[src/hw/rtl/serial_link_shifter_defines.svh]
// Assertion macros for the serial link shifter.
// Included by files that carry concurrent assertions; no other dependencies.
`ifndef SERIAL_LINK_SHIFTER_DEFINES_SVH
`define SERIAL_LINK_SHIFTER_DEFINES_SVH

`ifndef SYNTHESIS
`define SLS_ASSERT_NOW(label, clk, rst_n, ante, cons) \
	label: assert property (@(posedge clk) disable iff (!rst_n) (ante) |-> (cons)) \
		else $error("serial link shifter check failed");
`define SLS_ASSERT_NEXT(label, clk, rst_n, ante, cons) \
	label: assert property (@(posedge clk) disable iff (!rst_n) (ante) |=> (cons)) \
		else $error("serial link shifter check failed");
`else
`define SLS_ASSERT_NOW(label, clk, rst_n, ante, cons)
`define SLS_ASSERT_NEXT(label, clk, rst_n, ante, cons)
`endif

`endif

[src/hw/rtl/sls_pkg.sv]
// Shared types and constants for the serial link shifter.
// Used by sls_core and serial_link_shifter; no dependencies.
package sls_pkg;

	localparam int unsigned OP_W   = 3;
	localparam int unsigned BYTE_W = 8;
	localparam int unsigned CNT_W  = 4;

	localparam logic [OP_W-1:0] OP_TICK       = 3'd0;
	localparam logic [OP_W-1:0] OP_WRITE_DATA = 3'd1;
	localparam logic [OP_W-1:0] OP_WRITE_CTRL = 3'd2;
	localparam logic [OP_W-1:0] OP_READ_DATA  = 3'd3;
	localparam logic [OP_W-1:0] OP_READ_CTRL  = 3'd4;

	localparam int unsigned START_BIT    = 7;
	localparam int unsigned FAST_SEL_BIT = 1;
	localparam int unsigned INT_CLK_BIT  = 0;
	localparam int unsigned FAST_CLK_BIT = 2;
	localparam int unsigned SLOW_CLK_BIT = 7;

	localparam logic [CNT_W-1:0]  XFER_BITS = 4'd8;
	localparam logic [BYTE_W-1:0] CLK_STEP  = 8'd4;

	typedef struct packed {
		logic              valid;
		logic [OP_W-1:0]   op;
		logic [BYTE_W-1:0] write_value;
	} sls_req_t;

	typedef struct packed {
		logic [BYTE_W-1:0] read_value;
		logic              irq;
	} sls_rsp_t;

endpackage

[src/hw/rtl/sls_core.sv]
// Register state and combinational step logic of the serial link shifter.
// Depends on sls_pkg.
module sls_core (
	input  logic            clk,
	input  logic            arst_n,
	input  logic            cfg_wr_en,
	input  logic            cfg_wr_data,
	input  sls_pkg::sls_req_t req,
	output sls_pkg::sls_rsp_t rsp
);
	import sls_pkg::*;

	logic              colour_mode_q;
	logic [BYTE_W-1:0] clock_count_q;
	logic [CNT_W-1:0]  bits_left_q;
	logic [BYTE_W-1:0] shift_reg_q;
	logic [BYTE_W-1:0] control_reg_q;
	logic              xfer_sig_q;
	logic              xfer_sig_prev_q;
	logic              clk_bit_prev_q;

	logic [BYTE_W-1:0] clock_count_d;
	logic [CNT_W-1:0]  bits_left_d;
	logic [CNT_W-1:0]  bits_start;
	logic [BYTE_W-1:0] shift_reg_d;
	logic [BYTE_W-1:0] control_reg_d;
	logic              xfer_sig_d;
	logic              xfer_sig_prev_d;
	logic              clk_bit_prev_d;
	logic              shift_now;
	logic              sel_bit;
	logic              level;

	always_comb begin
		clock_count_d   = clock_count_q;
		bits_left_d     = bits_left_q;
		shift_reg_d     = shift_reg_q;
		control_reg_d   = control_reg_q;
		xfer_sig_d      = xfer_sig_q;
		xfer_sig_prev_d = xfer_sig_prev_q;
		clk_bit_prev_d  = clk_bit_prev_q;
		rsp             = '0;
		bits_start      = bits_left_q;
		shift_now       = 1'b0;
		sel_bit         = 1'b0;
		level           = 1'b0;
		if (req.valid) begin
			unique case (req.op)
				OP_TICK: begin
					clock_count_d = clock_count_q + CLK_STEP;
					if (bits_left_q == '0 && control_reg_q[START_BIT]) begin
						bits_start = XFER_BITS;
					end
					bits_left_d = bits_start;
					shift_now = (bits_start != '0) && !xfer_sig_q && xfer_sig_prev_q;
					if (shift_now) begin
						shift_reg_d = {shift_reg_q[BYTE_W-2:0], 1'b1};
						bits_left_d = bits_start - 4'd1;
						if (bits_left_d == '0) begin
							control_reg_d[START_BIT] = 1'b0;
							rsp.irq = 1'b1;
						end
					end
					xfer_sig_prev_d = xfer_sig_q;
					sel_bit = (colour_mode_q && control_reg_q[FAST_SEL_BIT]) ?
						clock_count_d[FAST_CLK_BIT] : clock_count_d[SLOW_CLK_BIT];
					level = sel_bit && control_reg_q[INT_CLK_BIT];
					if (!level && clk_bit_prev_q) begin
						xfer_sig_d = !xfer_sig_q;
					end
					clk_bit_prev_d = level;
				end
				OP_WRITE_DATA: shift_reg_d = req.write_value;
				OP_WRITE_CTRL: control_reg_d = req.write_value;
				OP_READ_DATA:  rsp.read_value = shift_reg_q;
				OP_READ_CTRL:  rsp.read_value = control_reg_q;
				default: ;
			endcase
		end
	end

	always_ff @(posedge clk or negedge arst_n) begin
		if (!arst_n) begin
			colour_mode_q   <= 1'b0;
			clock_count_q   <= '0;
			bits_left_q     <= '0;
			shift_reg_q     <= '0;
			control_reg_q   <= '0;
			xfer_sig_q      <= 1'b0;
			xfer_sig_prev_q <= 1'b0;
			clk_bit_prev_q  <= 1'b0;
		end else begin
			if (cfg_wr_en) begin
				colour_mode_q <= cfg_wr_data;
			end
			clock_count_q   <= clock_count_d;
			bits_left_q     <= bits_left_d;
			shift_reg_q     <= shift_reg_d;
			control_reg_q   <= control_reg_d;
			xfer_sig_q      <= xfer_sig_d;
			xfer_sig_prev_q <= xfer_sig_prev_d;
			clk_bit_prev_q  <= clk_bit_prev_d;
		end
	end

endmodule

[src/hw/rtl/serial_link_shifter.sv]
// The serial link shifter accepts one request per clock while the result path is not stalled
// and returns one result per request: a request is captured in an input register, then the
// core updates the port state and loads the result register. The colour_mode register is
// written through cfg_wr_en/cfg_wr_data.
// Depends on sls_pkg, sls_core and serial_link_shifter_defines.svh.
`include "serial_link_shifter_defines.svh"

module serial_link_shifter (
	input  logic                      clk,
	input  logic                      arst_n,
	input  logic                      cfg_wr_en,
	input  logic                      cfg_wr_data,
	input  logic                      in_valid,
	output logic                      in_ready,
	input  logic [sls_pkg::OP_W-1:0]   op,
	input  logic [sls_pkg::BYTE_W-1:0] write_value,
	output logic                      out_valid,
	input  logic                      out_ready,
	output logic [sls_pkg::BYTE_W-1:0] read_value,
	output logic                      irq
);
	import sls_pkg::*;

	logic              valid_s1;
	logic [OP_W-1:0]   op_s1;
	logic [BYTE_W-1:0] write_value_s1;
	logic              out_valid_q;
	logic [BYTE_W-1:0] read_value_q;
	logic              irq_q;
	logic              advance;
	sls_req_t          req;
	sls_rsp_t          rsp;

	assign advance  = !out_valid_q || out_ready;
	assign in_ready = !valid_s1 || advance;

	assign req.valid       = valid_s1 && advance;
	assign req.op          = op_s1;
	assign req.write_value = write_value_s1;

	sls_core u_core (
		.clk         (clk),
		.arst_n      (arst_n),
		.cfg_wr_en   (cfg_wr_en),
		.cfg_wr_data (cfg_wr_data),
		.req         (req),
		.rsp         (rsp)
	);

	always_ff @(posedge clk or negedge arst_n) begin
		if (!arst_n) begin
			valid_s1    <= 1'b0;
			out_valid_q <= 1'b0;
		end else begin
			if (in_ready) begin
				valid_s1 <= in_valid;
			end
			if (advance) begin
				out_valid_q <= valid_s1;
			end
		end
	end

	always_ff @(posedge clk) begin
		if (in_valid && in_ready) begin
			op_s1          <= op;
			write_value_s1 <= write_value;
		end
		if (req.valid) begin
			read_value_q <= rsp.read_value;
			irq_q        <= rsp.irq;
		end
	end

	assign out_valid  = out_valid_q;
	assign read_value = read_value_q;
	assign irq        = irq_q;

	`SLS_ASSERT_NEXT(a_stage_moves, clk, arst_n, valid_s1 && !out_valid_q, out_valid_q)
	`SLS_ASSERT_NOW(a_irq_no_read, clk, arst_n, out_valid_q && irq_q, read_value_q == '0)
	`SLS_ASSERT_NEXT(a_result_held, clk, arst_n, out_valid_q && !out_ready, $stable(irq_q) && $stable(read_value_q))

endmodule

[config.mk]
export PLATFORM = sky130hd
export DESIGN_NAME = serial_link_shifter
export DESIGN_NICKNAME = d
export VERILOG_FILES = /design/src/hw/rtl/sls_pkg.sv /design/src/hw/rtl/sls_core.sv /design/src/hw/rtl/serial_link_shifter.sv
export VERILOG_INCLUDE_DIRS = /design/src /design/src/hw/rtl
export SDC_FILE = /design/constraint.sdc
export NUM_CORES = 1
export LEC_CHECK = 0
export BUFFER_PORTS_ARGS = -buffer_cell sky130_fd_sc_hd__clkbuf_2
export CAP_MARGIN = 20
export CELL_PAD_IN_SITES_DETAIL_PLACEMENT = 0
export CELL_PAD_IN_SITES_GLOBAL_PLACEMENT = 1
export CORE_MARGIN = 3
export CORE_UTILIZATION = 42
export DETAILED_ROUTE_END_ITERATION = 16
export PLACE_DENSITY = 0.78
export SYNTH_ARGS = -nofsm -noshare
export SYNTH_HDL_FRONTEND = slang
export SYNTH_SLANG_ARGS = --single-unit
[constraint.sdc]
create_clock -name clk -period 1.9 [get_ports clk]
set_input_delay 0.285 -clock clk [delete_from_list [all_inputs] [get_ports clk]]
set_output_delay 0.285 -clock clk [all_outputs]
set_load 0.01 [all_outputs]
==> results.yml <==
drt:
  viasPerCell: 5.21
  ant_nets: 0
  route.vias.total: 1527
  route.detailed.drc: 0
  drt_iter0_drc: 63
  wl_per_cell_um: 14.3
  drt-pass1-iter-count: 4
  routed_wirelength_um: 4190
timing:
  worst_slew_pin_slew_ns: 1.07
  grt_setup_unrepaired: "no"
  finalSetupViolations: 0
  final.setup_skew_ns: 0.00415
  slew_viol_final: 0
  fin_crit_ns: 1.74
  fmax_mhz: 576
  timing.final.crit_share_pct: 91.4
  slew_headroom_pct: 28.2
  finalHoldViolCount: 0
  setup_slack_ns: 0.164
  fin_tns_setup_ns: 0
layout:
  fin_nets: 243
  diodes: 0
  post-route-util_pct: 52.6
  drive_above_1_share_pct: 36.8
  area_growth_pct: 17.5
  finish.instance_area_sq_mm: 0.00277
power_and_ir_drop:
  leakagePower_nw: 1.18
  power.density_mw_per_mm2: 938
  vdd_drop_max_mv: 0.640
critical_path:
  crit_path_end_kind: "flop"
  critPathMaxFanout: 8
  reg2reg_from: "u_core.bits_left_q[0]$_DFFE_PN0P_"
  path_class: "reg2reg"
  cp.required_ns: 2.09
  critPathArrivalTime_ns: 1.93
  startpoint_type: "flop"
  cp-startpoint: "u_core.bits_left_q[0]$_DFFE_PN0P_"
flow_run:
  drv_cap: 0
clock_network:
  clockBufferDepth: 2
  cts.sinks: 52
  cts-resized-gates: 0
  clk_latency_ns: 0.30
  clockRootBuffer: "clkbuf_8"
  ctsHtreeMaxLevel: 2
  cts_buffers: 5
  clk_pin_slew_ns: 0.09
  tritoncts: "done"
placement:
  dp_worst_setup_slack_ns: 0.137
  place.gp.congestion: 0.850
  placed_area_sq_mm: 0.00265
  place_hpwl_um: 3080
  portBuffers: 27
logic_synthesis:
  synth-edff-count: 20
  postSynthCellCount: 176
  netlist_top_cells_count: "dfrtp_1 (32), mux2_2 (24), edfxtp_1 (20)"
  ys.warnings.count: 0
  yosysMostFrequentCell: "dfrtp_1"
  yosysSeqAreaShare_pct: 59.4
  avgSynthCellArea_sq_um: 13.4
  ys_ff_latch: 52
  ys.flop_type: "dfrtp_1"
  synth.largest_area_cell: "dfrtp_1"
  netlist_area_sq_mm: 0.00236
  synth_nets: 197
  synth_top_area_share_pct: 34.0
  synth_cell_types: 44
  synthTopCellsByArea: "dfrtp_1 (34%), edfxtp_1 (25%), mux2_2 (11%)"
  synth-async-reset-ratio_pct: 61.5
floorplanning:
  start_util_pct: 44.8
  dieArea_sq_mm: 0.00655
  rows: 26
  core_region_area_sq_mm: 0.00527
  ioPinCount: 28
  die-width_um: 80.9
  die_y_um: 80.9
grt:
  grt_pass1_wl_um: 7040
  grt_antenna_before_repair: 0
  grt_overflow: 0
  grt_usage_pct: 14.3
  grt_max_degree: 23
  grt_pass1_vias: 1473
min_path:
  worstHoldPathType: "in2reg"
  hp-start: "write_value[5]"
status:
  status: "completed"
-- worst paths after layout --
| check | to | slack (ns) | depth (start not counted) |
|---|---|---|---|
| setup / recovery | u_core.shift_reg_q[7]$_DFFE_PN0P_ | 0.16 | 7 |
| hold / removal | write_value_s1[5]$_DFFE_PP_ | 0.15 | 1 |
| setup reg to reg | u_core.shift_reg_q[7]$_DFFE_PN0P_ | 0.16 | 7 |
| hold reg to reg | u_core.clk_bit_prev_q$_DFFE_PN0P_ | 0.48 | 2 |
| max in group asynchronous | u_core.shift_reg_q[4]$_DFFE_PN0P_ | 0.90 | 3 |
| min in group asynchronous | u_core.bits_left_q[2]$_DFFE_PN0P_ | 0.49 | 2 |
-- routing by layer --
layer	track usage [%]	vias up	share of wire [%]
met1	19.3	757	46
met4	4.56	0	1.3
met3	3.44	5	3.6
li1	-	739	-
met5	0	-	0
met2	22.7	26	50
-- cell type report --
type | instances | area [sq um]
clock inverter | 2 | 16.3
clock buffer | 6 | 72.6
inverter | 7 | 26.3
timing repair buffer | 44 | 265
tap | 70 | 87.6
sequential | 52 | 1400
fill | 487 | 2500
multi-input combinational | 112 | 901
-- state kept, by name (all words and copies together), names as in the netlist --
name	cells
irq	1
op_s1	3
out_valid	1
read_value	8
u_core.bits_left_q	4
u_core.clk_bit_prev_q	1
u_core.clock_count_q	6
u_core.colour_mode_q	1
u_core.control_reg_q	8
u_core.shift_reg_q	8
u_core.xfer_sig_prev_q	1
u_core.xfer_sig_q	1
valid_s1	1
write_value_s1	8
-- cells in the final DEF, fill, tap and decap left out, types with 2 or more instances in the layout --
master / netlist / final
a21oi_1: 4 / 4
nor2b_1: 3 / 3
dfrtp_1: 32 / 32
xnor2_1: 6 / 6
clkbuf_2: 0 / 27
and2_1: 2 / 2
mux2_2: 24 / 24
inv_1: 6 / 6
ha_1: 4 / 4
edfxtp_1: 20 / 20
nor3_1: 3 / 3
o21ai_0: 2 / 2
buf_4: 0 / 16
clkbuf_8: 0 / 5
nand2b_1: 5 / 5
o41ai_1: 2 / 2
nand4_1: 4 / 4
nand3_1: 5 / 5
nor2_1: 2 / 2
and3_1: 2 / 2
a22o_1: 8 / 8
nand2_1: 15 / 15
-- timing repair --
| action | CTS | global route |
|---|---|---|
| setup buffers | 0 | 3 |
| hold buffers | 1 | 0 |
| endpoints found under the setup margin | 0 | 8 |
| endpoints found under the hold margin | 20 | 0 |
-- through the flow --
stage,hold slack (ns),total power [W],cells
detailed placement,0.305,0.00200,281
floorplan,-0.0106,0.00182,176
global placement,0.299,0.00198,281
global route,0.127,0.00275,293
finish,0.150,0.00260,293
CTS,0.140,0.00263,290
-- cell families after synthesis --
family	Yosys count	synth area share (%)
simple gates	49	12.4
fa+ha+maj	4	2.12
flops	52	59.4
xor+xnor	7	2.60
mux	25	11.9
buf+inv	12	2.39
compound gates	27	9.18
-- where the power goes --
group          internal, W  total [W]  switching [W]  leakage [nW]
clock network     0.000263   0.000623       0.000360        0.0414
registers          0.00136    0.00151       0.000143         0.594
logic             0.000268   0.000468       0.000200         0.550
total              0.00190    0.00260       0.000703          1.18
-- worst max-delay path: stages, from the launching register on --
cell and delay (ns):
dfrtp_1 0.41, inv_1 0.08, ha_1 0.23, nand2_1 0.10
a31oi_1 0.11, o211ai_2 0.15, buf_4 0.19, mux2_2 0.35
(Power assumes the default switching activity.)
